`src/sbwf_pkg.sv`:
```
// shared types and constants of the sync bit word framer
package sbwf_pkg;

	localparam int VALUE_W = 14;
	localparam int HALF_W  = 7;
	localparam int BYTE_W  = 8;
	localparam int SUM_W   = 16;

	localparam logic [BYTE_W-1:0] SYNC_MARK = 8'h80;

	// one classified request: both data bytes plus the frame checksum
	typedef struct packed {
		logic [BYTE_W-1:0]  hi;
		logic [HALF_W-1:0]  lo;
		logic               closing;
		logic [VALUE_W-1:0] csum;
	} cmd_t;

	// a queue slot or push request with its valid flag
	typedef struct packed {
		logic valid;
		cmd_t cmd;
	} slot_t;

endpackage

```
`src/sbwf_if.sv`:
```
// handshake channels of the sync bit word framer

interface sbwf_item_if;
	logic                            valid;
	logic                            ready;
	logic [sbwf_pkg::VALUE_W-1:0]    value;

	modport source(output valid, output value, input ready);
	modport sink(input valid, input value, output ready);
endinterface

interface sbwf_byte_if;
	logic                            valid;
	logic                            ready;
	logic [sbwf_pkg::BYTE_W-1:0]     out_byte;
	logic                            last_of_item;
	logic                            end_of_frame;

	modport source(output valid, output out_byte, output last_of_item,
		output end_of_frame, input ready);
	modport sink(input valid, input out_byte, input last_of_item,
		input end_of_frame, output ready);
endinterface

```
`src/sync_bit_word_framer.sv`:
```
// top level of the sync bit word framer
//
// Input channel item carries one 14-bit value per request. Output channel
// result carries one 8-bit byte per request with last_of_item and
// end_of_frame flags. Every value gives its high 7 bits and then its low
// 7 bits; the first byte of a frame has bit 7 set. After the WORDS-th
// value of a frame, the low 14 bits of the 16-bit byte sum follow as two
// more 7-bit bytes, the second one flagged end_of_frame.
// A value's first byte passes a queue entry and then the output register.
// The output gives one byte per cycle while the receiver holds ready high,
// so a value gives two bytes, four on the closing value of a frame; the byte serializer sets this rate.
// A two-entry queue sits between the input side and the serializer, so a
// new value is taken while earlier bytes still wait or go out.
// Reset clears the word count, the sum, the queue and the output valid.
// When the receiver holds ready low, the output byte holds, the queue
// fills and item.ready drops once both entries are taken.
module sync_bit_word_framer #(
	parameter int WORDS = 4
) (
	input  logic        clk,
	input  logic        arst_n,
	sbwf_item_if.sink   item,
	sbwf_byte_if.source result
);

	sbwf_pkg::slot_t push;
	sbwf_pkg::slot_t head;
	logic            full;
	logic            pop;

	sbwf_front #(
		.WORDS(WORDS)
	) u_front (
		.clk   (clk),
		.arst_n(arst_n),
		.item  (item),
		.full  (full),
		.push  (push)
	);

	sbwf_queue u_queue (
		.clk   (clk),
		.arst_n(arst_n),
		.push  (push),
		.pop   (pop),
		.full  (full),
		.head  (head)
	);

	sbwf_back u_back (
		.clk   (clk),
		.arst_n(arst_n),
		.head  (head),
		.pop   (pop),
		.result(result)
	);

endmodule

```
`src/sbwf_front.sv`:
```
// front end: accepts values, adds the sync mark, keeps word count and running sum
module sbwf_front #(
	parameter int WORDS = 4
) (
	input  logic            clk,
	input  logic            arst_n,
	sbwf_item_if.sink       item,
	input  logic            full,
	output sbwf_pkg::slot_t push
);

	localparam int IDX_W = (WORDS > 1) ? $clog2(WORDS) : 1;

	logic [IDX_W-1:0]            idx_q;
	logic [sbwf_pkg::SUM_W-1:0]  sum_q;
	logic [sbwf_pkg::SUM_W-1:0]  sum_next;
	logic [sbwf_pkg::BYTE_W-1:0] hi;
	logic [sbwf_pkg::HALF_W-1:0] lo;
	logic                        closing;
	logic                        accept;

	assign item.ready = !full;
	assign accept     = item.valid && !full;

	// split the value and mark the first byte of a frame
	always_comb begin
		hi = {1'b0, item.value[sbwf_pkg::VALUE_W-1:sbwf_pkg::HALF_W]};
		if (idx_q == '0) begin
			hi = hi | sbwf_pkg::SYNC_MARK;
		end
		lo       = item.value[sbwf_pkg::HALF_W-1:0];
		closing  = (idx_q == IDX_W'(WORDS - 1));
		sum_next = sum_q + sbwf_pkg::SUM_W'(hi) + sbwf_pkg::SUM_W'(lo);
	end

	// request toward the queue
	always_comb begin
		push.valid       = accept;
		push.cmd.hi      = hi;
		push.cmd.lo      = lo;
		push.cmd.closing = closing;
		push.cmd.csum    = sum_next[sbwf_pkg::VALUE_W-1:0];
	end

	// frame position and checksum, cleared after the closing value
	always_ff @(posedge clk or negedge arst_n) begin
		if (!arst_n) begin
			idx_q <= '0;
			sum_q <= '0;
		end else if (accept) begin
			if (closing) begin
				idx_q <= '0;
				sum_q <= '0;
			end else begin
				idx_q <= idx_q + IDX_W'(1);
				sum_q <= sum_next;
			end
		end
	end

endmodule

```
`src/sbwf_queue.sv`:
```
// two-entry request queue between front and back
module sbwf_queue (
	input  logic            clk,
	input  logic            arst_n,
	input  sbwf_pkg::slot_t push,
	input  logic            pop,
	output logic            full,
	output sbwf_pkg::slot_t head
);

	logic           v0_q;
	logic           v1_q;
	sbwf_pkg::cmd_t s0_q;
	sbwf_pkg::cmd_t s1_q;

	assign full       = v1_q;
	assign head.valid = v0_q;
	assign head.cmd   = s0_q;

	// occupancy flags
	always_ff @(posedge clk or negedge arst_n) begin
		if (!arst_n) begin
			v0_q <= 1'b0;
			v1_q <= 1'b0;
		end else if (pop && v0_q) begin
			if (v1_q) begin
				v0_q <= 1'b1;
				v1_q <= 1'b0;
			end else begin
				v0_q <= push.valid;
			end
		end else if (push.valid) begin
			if (!v0_q) begin
				v0_q <= 1'b1;
			end else begin
				v1_q <= 1'b1;
			end
		end
	end

	// entry storage, shifting toward the head
	always_ff @(posedge clk) begin
		if (pop && v0_q) begin
			if (v1_q) begin
				s0_q <= s1_q;
			end else if (push.valid) begin
				s0_q <= push.cmd;
			end
		end else if (push.valid) begin
			if (!v0_q) begin
				s0_q <= push.cmd;
			end else begin
				s1_q <= push.cmd;
			end
		end
	end

endmodule

```
`src/sbwf_back.sv`:
```
// back end: serializes each request into two or four bytes, one per cycle while the receiver is ready
module sbwf_back (
	input  logic            clk,
	input  logic            arst_n,
	input  sbwf_pkg::slot_t head,
	output logic            pop,
	sbwf_byte_if.source     result
);

	localparam logic [1:0] PH_HI  = 2'd0;
	localparam logic [1:0] PH_LO  = 2'd1;
	localparam logic [1:0] PH_CHI = 2'd2;
	localparam logic [1:0] PH_CLO = 2'd3;

	logic [1:0]                  phase_q;
	logic                        ovalid_q;
	logic [sbwf_pkg::BYTE_W-1:0] obyte_q;
	logic                        olast_q;
	logic                        oeof_q;
	logic [sbwf_pkg::BYTE_W-1:0] byte_sel;
	logic                        last_sel;
	logic                        eof_sel;
	logic                        done;
	logic                        load;

	assign result.valid        = ovalid_q;
	assign result.out_byte     = obyte_q;
	assign result.last_of_item = olast_q;
	assign result.end_of_frame = oeof_q;

	assign load = head.valid && (!ovalid_q || result.ready);
	assign pop  = load && done;

	// pick the byte for the current phase
	always_comb begin
		byte_sel = '0;
		last_sel = 1'b0;
		eof_sel  = 1'b0;
		done     = 1'b0;
		case (phase_q)
			PH_HI: begin
				byte_sel = head.cmd.hi;
			end
			PH_LO: begin
				byte_sel = {1'b0, head.cmd.lo};
				last_sel = !head.cmd.closing;
				done     = !head.cmd.closing;
			end
			PH_CHI: begin
				byte_sel = {1'b0, head.cmd.csum[sbwf_pkg::VALUE_W-1:sbwf_pkg::HALF_W]};
			end
			PH_CLO: begin
				byte_sel = {1'b0, head.cmd.csum[sbwf_pkg::HALF_W-1:0]};
				last_sel = 1'b1;
				eof_sel  = 1'b1;
				done     = 1'b1;
			end
			default: begin
				byte_sel = '0;
			end
		endcase
	end

	// phase sequencer and output valid
	always_ff @(posedge clk or negedge arst_n) begin
		if (!arst_n) begin
			phase_q  <= PH_HI;
			ovalid_q <= 1'b0;
		end else begin
			if (!ovalid_q || result.ready) begin
				ovalid_q <= head.valid;
			end
			if (load) begin
				phase_q <= done ? PH_HI : phase_q + 2'd1;
			end
		end
	end

	// output payload register
	always_ff @(posedge clk) begin
		if (load) begin
			obyte_q <= byte_sel;
			olast_q <= last_sel;
			oeof_q  <= eof_sel;
		end
	end

endmodule

```
`src/flat_wrapper.sv`:
```
// flat-port wrapper written by rule: the top's interface ports become plain ports
module sync_bit_word_framer_flat 
#(
	parameter int WORDS = 4
)
  (clk, arst_n, item_valid, item_value, item_ready, result_valid, result_out_byte, result_last_of_item, result_end_of_frame, result_ready);
  sbwf_item_if item_i ();
  sbwf_byte_if result_i ();
  input  logic clk;
  input  logic arst_n;
  input wire logic [$bits(item_i.valid)-1:0] item_valid;
  input wire logic [$bits(item_i.value)-1:0] item_value;
  output wire logic [$bits(item_i.ready)-1:0] item_ready;
  output wire logic [$bits(result_i.valid)-1:0] result_valid;
  output wire logic [$bits(result_i.out_byte)-1:0] result_out_byte;
  output wire logic [$bits(result_i.last_of_item)-1:0] result_last_of_item;
  output wire logic [$bits(result_i.end_of_frame)-1:0] result_end_of_frame;
  input wire logic [$bits(result_i.ready)-1:0] result_ready;
  assign item_i.valid = item_valid;
  assign item_i.value = item_value;
  assign item_ready = item_i.ready;
  assign result_valid = result_i.valid;
  assign result_out_byte = result_i.out_byte;
  assign result_last_of_item = result_i.last_of_item;
  assign result_end_of_frame = result_i.end_of_frame;
  assign result_i.ready = result_ready;
  sync_bit_word_framer #(.WORDS(WORDS)) u_core (.clk(clk), .arst_n(arst_n), .item(item_i), .result(result_i));
endmodule
```
`config.mk`:
```
export PLATFORM = sky130hd
export DESIGN_NAME = sync_bit_word_framer_flat
export DESIGN_NICKNAME = d
export VERILOG_FILES = /design/src/sbwf_pkg.sv /design/src/sbwf_if.sv /design/src/sync_bit_word_framer.sv /design/src/sbwf_front.sv /design/src/sbwf_queue.sv /design/src/sbwf_back.sv /design/src/flat_wrapper.sv
export SDC_FILE = /design/constraint.sdc
export NUM_CORES = 1
export LEC_CHECK = 0
export ABC_AREA = 0
export BUFFER_PORTS_ARGS = -buffer_cell sky130_fd_sc_hd__buf_2
export CAP_MARGIN = 0
export CORE_AREA = 2 2 110 112
export DETAILED_ROUTE_END_ITERATION = 12
export DIE_AREA = 0 0 112 114
export PLACE_DENSITY = 0.56
export RECOVER_POWER = 25
export SLEW_MARGIN = 20
export SYNTH_ARGS = -nofsm -noshare
export SYNTH_HDL_FRONTEND = slang
export SYNTH_HIERARCHICAL = 1
export SYNTH_SLANG_ARGS = --single-unit
```
`constraint.sdc`:
```
create_clock -name clk -period 4 [get_ports clk]
set_input_delay 0.8 -clock clk [delete_from_list [all_inputs] [get_ports clk]]
set_output_delay 0.8 -clock clk [all_outputs]
set_load 0.05 [all_outputs]
```
* Yosys cells after proc, flatten, opt, wreduce, memory -nomap -nowiden
Cells that the tools add are included.
** Storage, ports and cells
- Register bits :: 93
- Latch bits :: 0
- RAM bits :: 0
- ROM bits :: 0
- Input port bits :: 18
- Output and inout bits :: 12
- Logic and storage cells :: 61
- Memories :: 0
** Operators by class
- Add/subtract/negate cells :: 4
- Multiply operators :: 0
- Div/mod/pow operators :: 0
- Order comparisons :: 0
- Equality and inequality tests :: 5
- Shift operators :: 0
- Muxes and demuxes :: 18
- Bitwise operators :: 1
- Reductions and logical operators :: 16
** Operator list (number)
- $mux W30 :: 5
- $pmux W8 S4 :: 1
- $add A16 B7 Y16 :: 1
- $add A16 B8 Y16 :: 1
- $mux W16 :: 1
- $mux W8 :: 1
- $mux W1 :: 7
- $eq A2 B2 Y1 const B :: 3
- $reduce_and A3 Y1 :: 2
- $reduce_bool A2 Y1 :: 3
- $add A2 B1 Y2 const B :: 2
- $logic_and A1 B1 Y1 :: 4
- $logic_not A2 Y1 :: 2
- $mux W2 :: 2
- $logic_not A1 Y1 :: 3
- $eq A2 B1 Y1 const B :: 1
- $ne A2 B1 Y1 const B :: 1
- $pmux W1 S2 :: 1
- $reduce_and A2 Y1 :: 1
- $logic_or A1 B1 Y1 :: 1
- $not A1 Y1 :: 1

* Logic depth before layout (Yosys ltp)
Gate-level depths: netlist of run 1.
- Depth after elaboration :: 7
- Depth in mapped cells :: 11
- Gate-level depth less buffers :: 11

* By module
The synthesis of run 1 kept the hierarchy.
** By module, submodules not included
- sbwf_queue :: times used 1, cells an instance 105, area each 2399.8 µm², seq. area each 1851.8 µm²
- sbwf_front :: times used 1, cells an instance 141, area each 1381.3 µm², seq. area each 400.4 µm²
- sbwf_back :: times used 1, cells an instance 55, area each 739.5 µm², seq. area each 375.4 µm²

* Worst setup path after synthesis of run 1
OpenSTA, ideal clock, no wires.
- Path type :: input port to flip-flop
- From :: in item_value[1]
- To :: reg u_core.u_queue.s0_q, in the netlist u_core/u_queue/head[11] (data pin)
- Library setup time :: 260 ps
- Arrival :: 3153 ps
- Required time :: 3740 ps
- Slack :: 587 ps
- Stages on the path :: 9
- Path buffers :: 0
- Path through :: fa_1 ha_1 fa_1 a211oi_1 o21ai_1 a31oi_1 nor2_1 xnor2_1 mux2_4
** RTL lines
- start, declared :: RTL line flat_wrapper.sv:12 : input wire logic [$bits(item_i.value)-1:0] item_value;
- end signal, assigned :: RTL line sbwf_queue.sv:45 : s0_q <= s1_q;
- end signal, assigned :: RTL line sbwf_queue.sv:47 : s0_q <= push.cmd;
- end signal, assigned :: RTL line sbwf_queue.sv:51 : s0_q <= push.cmd;
- end, declared :: RTL line sbwf_queue.sv:13 : sbwf_pkg::cmd_t s0_q;

==> results of run 1 <==
==> cells in the final DEF (no fill, tap or decap), types with 4 or more instances in the layout <==
master,n
clkbuf_16,9
buf_2,14
fa_1,8
nor2_1,4
a22o_1,5
edfxtp_1,70
dfrtp_1,21
mux2_4,31
xor2_1,4
clkbuf_1,19
nand2_1,11
inv_1,25
ha_1,16
mux2i_1,7
xnor2_1,7
o21ai_0,5
a222oi_1,7
a21oi_1,10
==> cells in the mapped netlist (2+ instances only) <==
master,count,share of area (%)
edfxtp_1,70,46
mux2_4,31,10
inv_1,25,2.1
dfrtp_1,21,12
buf_4,17,2.8
ha_1,16,4.4
a21oi_1,11,1.2
nand2_1,10,0.83
fa_1,8,3.5
a222oi_1,7,1.6
mux2i_1,7,1.6
xnor2_1,7,1.4
a22o_1,5,0.97
o21ai_0,5,0.55
buf_6,4,1.0
nor2_1,4,0.33
xor2_1,4,0.77
nand3_1,3,0.33
o21ai_1,3,0.33
o311ai_1,3,0.58
a21o_1,2,0.33
a21o_2,2,0.39
a31oi_1,2,0.28
and2_1,2,0.28
or3_1,2,0.28
or4_1,2,0.33
==> layer usage <==
layer  share of wire (%)  wire length, µm  track usage [%]  vias to the layer above
li1                    -                -                -                     1138
met1                  48             3790             18.0                     1179
met2                  47             3730             20.5                       38
met3                 2.7              216             2.66                       13
met4                 1.7              136             5.20                        0
met5                   0                0                0                        -
==> sequential cells by signal (all words and copies together) (netlist names) <==
signal                             count
u_core/u_queue/head                   30
u_core/u_queue/s1_q                   30
u_core/u_front/sum_q                  14
u_core/u_back/result.out_byte          8
u_core/u_back/phase_q                  2
u_core/u_front/idx_q                   2
u_core/u_back/result.end_of_frame      1
u_core/u_back/result.last_of_item      1
u_core/u_back/result.valid             1
u_core/u_queue/full                    1
u_core/u_queue/v0_q                    1
==> worst paths after layout <==
path	startpoint	to	slack, ns	depth (start not counted)
min in group asynchronous	arst_n	u_core/u_queue/full	0.76	1
setup / recovery	item_value[1]	u_core/u_queue/head[11]	0.77	11
max in group asynchronous	arst_n	u_core/u_front/sum_q[2]	2.44	1
setup reg to reg	u_core/u_front/sum_q[1]	u_core/u_queue/head[11]	1.00	10
hold / removal	u_core/u_front/sum_q[7]	u_core/u_front/sum_q[7]	0.51	1
hold reg to reg	u_core/u_front/sum_q[7]	u_core/u_front/sum_q[7]	0.51	1
==> layout make-up <==
| cell class | instances | area share, % |
|---|---|---|
| Sequential cell | 91 | 53.5 |
| Tap cell | 147 | 3.74 |
| Timing Repair Buffer | 32 | 3.03 |
| Inverter | 25 | 1.91 |
| Clock inverter | 2 | 0.306 |
| Clock buffer | 13 | 4.89 |
| Multi-Input combinational cell | 162 | 32.6 |
==> where the power goes <==
group / internal (mW) / total, mW / leakage, nW / switching, mW
sequential: 1.59 / 1.75 / 0.891 / 0.156
clock: 0.419 / 0.752 / 0.116 / 0.333
combinational: 0.851 / 1.98 / 0.992 / 1.13
total: 2.86 / 4.48 / 2.00 / 1.62
==> critical path, delay by kind of cell <==
kind,cells,cell delay (ns)
buf+inv,2,0.28
mux,1,0.26
xor+xnor,1,0.14
simple gates,1,0.06
fa+ha+maj,3,1.22
compound gates,3,0.56
==> cell families after synthesis <==
logic type	synth area share (%)
flops	58.1
compound gates	8.41
buf+inv	6.09
mux	12.1
simple gates	5.18
fa+ha+maj	7.97
xor+xnor	2.13
==> impl_metrics.tcl, run 1 <==
set metrics [dict create \
    status "completed" \
    grt_pass1_vias 2452 \
    core_um2 11700 \
    whs_ns 0.512 \
    finalCritPeriodShare_pct 80.8 \
    crit_path_frequent_cell "fa_1" \
    synth_cells 301 \
    ys_seq_elements 91 \
    setup_ws_ns 0.768 \
    critPathRequiredTime_ns 4.09 \
    overflow 0 \
    placedInstanceArea_um2 4690 \
    drtIter0Drc 152 \
    critical_path.max_stage_delay_ns 0.49 \
    setup-violations-final 0 \
    maxCapViolations 0 \
    p_total_mw 4.48 \
    syn_avg_cell_area_um2 15.0 \
    multi_input_area_um2 1600 \
    clock_sinks 91 \
    relSlewSlack_pct 9.63 \
    via_per_inst 5.02 \
    clock_path_buffers 2 \
    start_util_pct 38.6 \
    finClkSkew_ns 0.00695 \
    hpwl_um 5570 \
    dp_slack_ns 0.391 \
    synth_area_um2 4520 \
    post_cts_buffers 0 \
    gp_congestion 0.753 \
    ys_types 54 \
    clk_latency_ns 0.34 \
    cts_resized 0 \
    synthArstFlopShare_pct 23.1 \
    num_antenna_cells 0 \
    nets 363 \
    antenna_found_initial 0 \
    syn_nets 343 \
    hold_path.class "flip-flop to flip-flop" \
    seqCellArea_um2 2630 \
    power.density_nw_per_um2 912 \
    crit_path_end_kind "flip-flop" \
    drv_slew 0 \
    final_core_util_pct 42.0 \
    die_x_um 112 \
    nFillCells 1111 \
    clock.fmax_mhz 309 \
    drc 0 \
    crit_chain "clkbuf_1 -> fa_1 -> ha_1 -> fa_1 -> a211oi_1 -> o21ai_1 -> a31oi_1 -> buf_4 -> nor2_1 -> xnor2_1 -> mux2_4" \
    fp.dieH_um 114 \
    cts_tree "done" \
    p_leak_nw 2.00 \
    place.port_buffers 29 \
    io_pins 30 \
    setup-tns-final_ns 0 \
    wl_per_cell_um 16.7 \
    yosys_most_used_dff "edfxtp_1" \
    finalHoldViolations 0 \
    cp.arrival_ns 3.32 \
    area_growth_pct 8.69 \
    drive_gt1_share_pct 21.8 \
    crit_fanout 7 \
    final_area_um2 4910 \
    dr.pass1.iters 4 \
    ant_nets 0 \
    global_route.usage.total_pct 13.1 \
    grt_pass1_wl_um 12900 \
    drt-total-wl_um 7870 \
    vdd_drop_max_v 0.000316 \
    clockRootBuffer "clkbuf_16" \
    critPathSlowestCell "fa_1" \
    synth-edff-count 70 \
    path_class "primary input to flip-flop" \
    rsz0062_at_grt "false" \
    clk_pin_slew_ns 0.06 \
    grt_max_degree 31 \
    ys_seq_area_share_pct 58.1 \
    hold_buffers 0 \
    cp-start-kind "primary input" \
    die_area_um2 12800 \
    dp_cells 457 \
    htree_levels 3 \
    vias 2368 \
    fin_cells 472 \
    cts_buffers 9 \
    ys_warn_count 6 \
    rows 40 \
    max_slew.worst_pin.slew_ns 1.36 \
    layout_min_cycle_time_ns 3.23 \
]
No activity file was read; power rests on OpenSTA's default activity.
==> inputs of run 2 (changes only) <==
--- a/config.mk
+++ b/config.mk
@@ -5,12 +5,12 @@
 export SDC_FILE = /design/constraint.sdc
 export NUM_CORES = 1
 export LEC_CHECK = 0
-export ABC_AREA = 0
+export ABC_AREA = 1
 export BUFFER_PORTS_ARGS = -buffer_cell sky130_fd_sc_hd__buf_2
 export CAP_MARGIN = 0
-export CORE_AREA = 2 2 110 112
+export CORE_AREA = 2 2 112 114
 export DETAILED_ROUTE_END_ITERATION = 12
-export DIE_AREA = 0 0 112 114
+export DIE_AREA = 0 0 114 116
 export PLACE_DENSITY = 0.56
 export RECOVER_POWER = 25
 export SLEW_MARGIN = 20
==> constraint.sdc (replaced) <==
create_clock -name clk -period 3.14 [get_ports clk]
set_input_delay 0.628 -clock clk [delete_from_list [all_inputs] [get_ports clk]]
set_output_delay 0.628 -clock clk [all_outputs]
set_load 0.05 [all_outputs]
==> run 2 against run 1 <==
Design area grew 5.1%; via count increased by 36%; final cell count up 38%; global-route usage up 4.4 points; critical endpoint is now u_core/u_queue/head[9]; setup slack lost 0.25 ns; sequential power is 26% lower; routed wire length is 34% higher.
==> impl_metrics.tcl, run 2 <==
set metrics [dict create \
    yosysTopAreaCell "edfxtp_1" \
    yosysMostFrequentCell "nand2_1" \
    drv_slew 0 \
    ys_top_cells_by_count "nand2_1, edfxtp_1, inv_1" \
    startpoint "item_value[8]" \
    routed.top_layer "met4" \
    fin_cells 652 \
    hpwl_um 7630 \
    finClkSkew_ns 0.00734 \
    ys_seq_area_share_pct 55.6 \
    syn_avg_cell_area_um2 9.72 \
    dr_wl_met2_um 4960 \
    worstReg2RegStart "u_core/u_front/idx_q[0]" \
    setup-tns-final_ns 0 \
    hold_buffers 0 \
    p_leak_nw 2.28 \
    critical_path.max_stage_delay_ns 0.45 \
    synthArstFlopShare_pct 23.1 \
    place.port_buffers 29 \
    met3WireLength_um 481 \
    ys_types 31 \
    finalCritPeriodShare_pct 83.4 \
    whs_ns 0.497 \
    max_slew.worst_pin.slew_ns 1.39 \
    area_growth_pct 9.29 \
    synth_area_um2 4730 \
    post_cts_buffers 0 \
    hold_path.class "flip-flop to flip-flop" \
    core_um2 11900 \
    final_common_cell "nand2_1" \
    status "completed" \
    htree_levels 3 \
    clk_latency_ns 0.35 \
    cp-start-kind "primary input" \
    r2r_slack_ns 0.56 \
    layout_min_cycle_time_ns 2.62 \
    crit_path_end_kind "flip-flop" \
    crit_path_frequent_cell "nand2_1" \
    grt_pass1_wl_um 17200 \
    relSlewSlack_pct 7.32 \
    dp_cells 636 \
    grt_pass1_vias 3117 \
    nFillCells 1177 \
    cp_top_family "adder cells" \
    clock_path_buffers 2 \
    antenna_found_initial 0 \
    finalHoldViolations 0 \
    clockRootBuffer "clkbuf_16" \
    global_route.usage.total_pct 17.5 \
    ys_warn_count 6 \
    dr.pass1.iters 4 \
    drc 0 \
    nets 542 \
    crit_fanout 4 \
    synth_top_area_share_pct 44.5 \
    wl_met1_um 5000 \
    syn_nets 528 \
    cts_buffers 9 \
    placedInstanceArea_um2 4920 \
    cts_tree "done" \
    cts_resized 0 \
    path_buf_inv 1 \
    crit_chain "clkbuf_1 -> fa_1 -> ha_1 -> fa_1 -> nand3_1 -> nand3_2 -> nand2_1 -> nand4_1 -> and2_1 -> nand2_1 -> nand2_1" \
    ant_nets 0 \
    vdd_drop_max_v 0.000207 \
    grt_max_degree 36 \
    final_core_util_pct 43.4 \
    synth_area_leaders "edfxtp_1, nand2_1, dfrtp_1" \
    layout_common_cells "nand2_1, edfxtp_1, inv_1" \
    gp_congestion 0.933 \
    critPathRequiredTime_ns 3.24 \
    fp.dieH_um 116 \
    synth_cells 486 \
    rows 40 \
    yosys_most_used_dff "edfxtp_1" \
    path_class "primary input to flip-flop" \
    setup_ws_ns 0.522 \
    num_antenna_cells 0 \
    clk_pin_slew_ns 0.06 \
    drive_gt1_share_pct 10.1 \
    vias 3224 \
    ys_seq_elements 91 \
    wl_per_cell_um 16.2 \
    clock_sinks 91 \
    final_area_um2 5160 \
    drt-total-wl_um 10600 \
    setup-violations-final 0 \
    critPathSlowestCell "fa_1" \
    dp_slack_ns 0.194 \
    rsz0062_at_grt "false" \
    power.density_nw_per_um2 481 \
    die_area_um2 13200 \
    io_pins 30 \
    min_from "u_core/u_front/sum_q[8]" \
    overflow 0 \
    cp.arrival_ns 2.71 \
    maxCapViolations 0 \
    p_total_mw 2.49 \
    drtIter0Drc 243 \
    die_x_um 114 \
    via_per_inst 4.94 \
    clock.fmax_mhz 382 \
    start_util_pct 39.7 \
    synth-edff-count 70 \
]
run 2: changes by cell type in the layout (fill, tap and decap cells not counted), moves of 4 or more:
cell      delta
nand2_1    +170
nand4_1     +33
mux2_4      -31
nand3_1     +26
inv_1       +17
a222oi_1     -7
mux2i_1      -7
a21oi_1      -5
buf_4        +5
nor2_1       +5
xnor2_1      -5
nor2_2       +4
run 2: area by class of cell:
type | instances | area [µm²] | share of cell area (%)
Clock buffer | 10 | 229 | 4.43
Multi-Input combinational cell | 316 | 1710 | 33.1
Clock inverter | 6 | 40.0 | 0.775
Tap cell | 147 | 184 | 3.56
Inverter | 44 | 166 | 3.22
Sequential cell | 91 | 2630 | 50.9
Timing Repair Buffer | 38 | 206 | 4.00
run 2: tightest hold or removal path: stages, from the launching register on:
cell and delay [ns]:
dfrtp_1 0.35, nand2_1 0.06, nand2_1 0.06
run 2: report_power, final:
group	switching [mW]	leakage, nW	total, mW	internal (mW)
logic	0.118	1.27	0.181	0.0629
registers	0	0.876	1.30	1.30
clock network	0.464	0.134	1.00	0.537
run 2: path summary, 6_finish.rpt:
path,endpoint,cells after the start
max,u_core/u_queue/head[9],11
max reg2reg,u_core/u_queue/head[10],11
min reg2reg,u_core/u_front/sum_q[8],2
max in group asynchronous,u_core/u_front/sum_q[12],1
min in group asynchronous,u_core/u_back/result.valid,1
min,u_core/u_front/sum_q[8],2
run 2: metal layers:
| layer | global-route usage [%] | up-vias |
|---|---|---|
| met5 | 0 | - |
| met4 | 6.18 | 0 |
| met3 | 3.61 | 10 |
| met2 | 27.6 | 75 |
| met1 | 24.2 | 1512 |
| li1 | - | 1627 |
run 2: cells by family after synthesis:
logic type / after synthesis / share of synthesized area (%)
adder cells (fa/ha/maj): 24 / 7.62
buffers and inverters: 79 / 8.29
AO/OA/AOI/OAI: 17 / 2.12
flip-flops: 91 / 55.6
AND/OR/NAND/NOR: 269 / 25.1
XOR/XNOR: 6 / 1.27
==> inputs of run 3 (changes only) <==
--- a/config.mk
+++ b/config.mk
@@ -11,7 +11,7 @@
 export CORE_AREA = 2 2 112 114
 export DETAILED_ROUTE_END_ITERATION = 12
 export DIE_AREA = 0 0 114 116
-export PLACE_DENSITY = 0.56
+export PLACE_DENSITY = 0.58
 export RECOVER_POWER = 25
 export SLEW_MARGIN = 20
 export SYNTH_ARGS = -nofsm -noshare
==> constraint.sdc (replaced) <==
create_clock -name clk -period 2.3 [get_ports clk]
set_input_delay 0.46 -clock clk [delete_from_list [all_inputs] [get_ports clk]]
set_output_delay 0.46 -clock clk [all_outputs]
set_load 0.05 [all_outputs]
==> run 3 against run 2 <==
The flow now finishes with violations (setup timing); setup slack got worse by 0.56 ns; non-clock buffer count increased by 40; clock-buffer cell count increased by 1; hold slack got worse by 0.13 ns; combinational power increased by 110%; via count increased by 7.7%; sequential cell count unchanged; largest cell class unchanged.
==> impl_metrics.tcl, run 3 (synthesis results as in run 2) <==
set metrics [dict create \
    area_growth_pct 21.1 \
    final_common_cell "nand2_1" \
    power.density_nw_per_um2 629 \
    critical_path.max_stage_delay_ns 0.45 \
    global_route.usage.total_pct 18.2 \
    setup-violations-final 1 \
    crit_path_end_kind "flip-flop" \
    grt_pass1_wl_um 18100 \
    crit_end "u_core/u_queue/head[7]" \
    clk_latency_ns 0.34 \
    power_frac_clock_pct 40.0 \
    p_total_mw 3.60 \
    startpoint "u_core/u_front/sum_q[1]" \
    gp_congestion 0.897 \
    drv_slew 0 \
    worstReg2RegStart "u_core/u_front/sum_q[1]" \
    crit_fanout 4 \
    whs_ns 0.366 \
    cp.arrival_ns 2.44 \
    clock_sinks 91 \
    clk_pin_slew_ns 0.06 \
    finalCritPeriodShare_pct 102 \
    grt_pass1_vias 3385 \
    overflow 0 \
    layout_min_cycle_time_ns 2.34 \
    path_buf_inv 0 \
    core_um2 11900 \
    antenna_found_initial 0 \
    num_antenna_cells 0 \
    wl_per_cell_um 16.5 \
    htree_levels 3 \
    rsz0062_at_grt "true" \
    hold_path.class "primary input to flip-flop" \
    max_slew.worst_pin.slew_ns 1.48 \
    die_x_um 114 \
    drc 0 \
    status "finished with violations" \
    drive_gt1_share_pct 23.3 \
    start_util_pct 39.7 \
    vias 3473 \
    fp.dieH_um 116 \
    drtIter0Drc 287 \
    cp-start-kind "flip-flop" \
    cp_top_family "adder cells" \
    critPathSlowestCell "fa_1" \
    power_switching_uw 804 \
    nets 582 \
    dr.pass1.iters 5 \
    vdd_drop_max_v 0.000385 \
    switching_share_pct 22.3 \
    min_from "item_value[0]" \
    p_seq_share_pct 49.5 \
    maxCapViolations 0 \
    setup_ws_ns -0.0415 \
    hpwl_um 7920 \
    final_core_util_pct 48.0 \
    crit_path_frequent_cell "nand2_1" \
    grt_max_degree 36 \
    reg2reg_depth 10 \
    final_area_um2 5720 \
    path_class "flip-flop to flip-flop" \
    hold_buffers 0 \
    clock_path_buffers 2 \
    clock.fmax_mhz 427 \
    cts_buffers 9 \
    placedInstanceArea_um2 5220 \
    r2r_slack_ns -0.04 \
    dp_slack_ns -0.410 \
    drt-total-wl_um 11400 \
    relSlewSlack_pct 1.09 \
    via_per_inst 5.02 \
    io_pins 30 \
    layout_common_cells "nand2_1, edfxtp_1, inv_1" \
    critPathRequiredTime_ns 2.40 \
    rows 40 \
    violations "setup timing" \
    ant_nets 0 \
    cts_tree "done" \
    power_frac_comb_pct 10.5 \
    r2r_end "u_core/u_queue/head[7]" \
    clockRootBuffer "clkbuf_16" \
    place.port_buffers 29 \
    worst-path-stages 10 \
    die_area_um2 13200 \
    p_leak_nw 2.50 \
    crit_chain "fa_1 -> ha_2 -> fa_2 -> nand3_2 -> nand3_4 -> nand2_2 -> nand2_4 -> xor2_4 -> nand2_1 -> nand2_1" \
    p_int_mw 2.79 \
    finalHoldViolations 0 \
    finClkSkew_ns 0.00677 \
]
## run 3: cell types whose count changed in the layout (fill, tap and decap cells not counted), moves of 4 or more
cell / change
buf_4: +32
ha_4: +7
buf_2: +5
and2_1: -4
and2_4: +4
nand3_1: -5
ha_1: -8
nand3_2: +4
nand2_1: -11
nand2_2: +10
## run 3: cell type report
type	count	area, µm²
clock buffer	11	233
clock inverter	5	52.6
fill	1137	6190
inverter	44	166
multi-input combinational	316	1930
sequential	91	2630
tap	147	184
timing repair buffer	78	527
## run 3: metrics by stage
step                      cells  TNS [ns]
after floorplan             486   -0.0824
after CTS                   689   -0.0482
after detailed placement    670     -4.89
after global placement      670     -4.15
final                       692   -0.0415
after global routing        692    -0.762
## run 3: worst min-delay path by stage
stage,to,cells after the start,slack (ns)
6_report,u_core/u_queue/s1_q[15],1,0.37
5_1_grt,u_core/u_queue/s1_q[15],1,0.39
4_1_cts,u_core/u_back/phase_q[1],1,0.14
3_5_place_dp,u_core/u_front/sum_q[7],2,0.47
3_3_place_gp,u_core/u_front/sum_q[7],2,0.47
2_1_floorplan,u_core/u_back/phase_q[0],0,0.16
## run 3: routing by layer
layer  wire length [µm]  vias to the layer above  global-route usage (%)
li1                   -                     1711                       -
met1               5150                     1656                    24.5
met2               5470                       94                    30.0
met3                654                       12                    4.97
met4                114                        0                    3.82
met5                  0                        -                       0
## run 3: what timing repair did
action,4_1_cts,5_1_grt
gates resized for setup,12,26
buffers inserted,3,3
setup endpoints to repair,17,58
hold endpoints to repair,0,0
pin swaps,2,6
## run 3: power by group through the flow
stage                     registers [mW]  clock network [mW]  logic (mW)
after floorplan                     1.82                   0       0.188
after global placement              1.82                   0       0.316
after detailed placement            1.82                   0       0.323
after CTS                           1.78                1.47       0.347
after global routing                1.78                1.53       0.416
final                               1.78                1.44       0.377
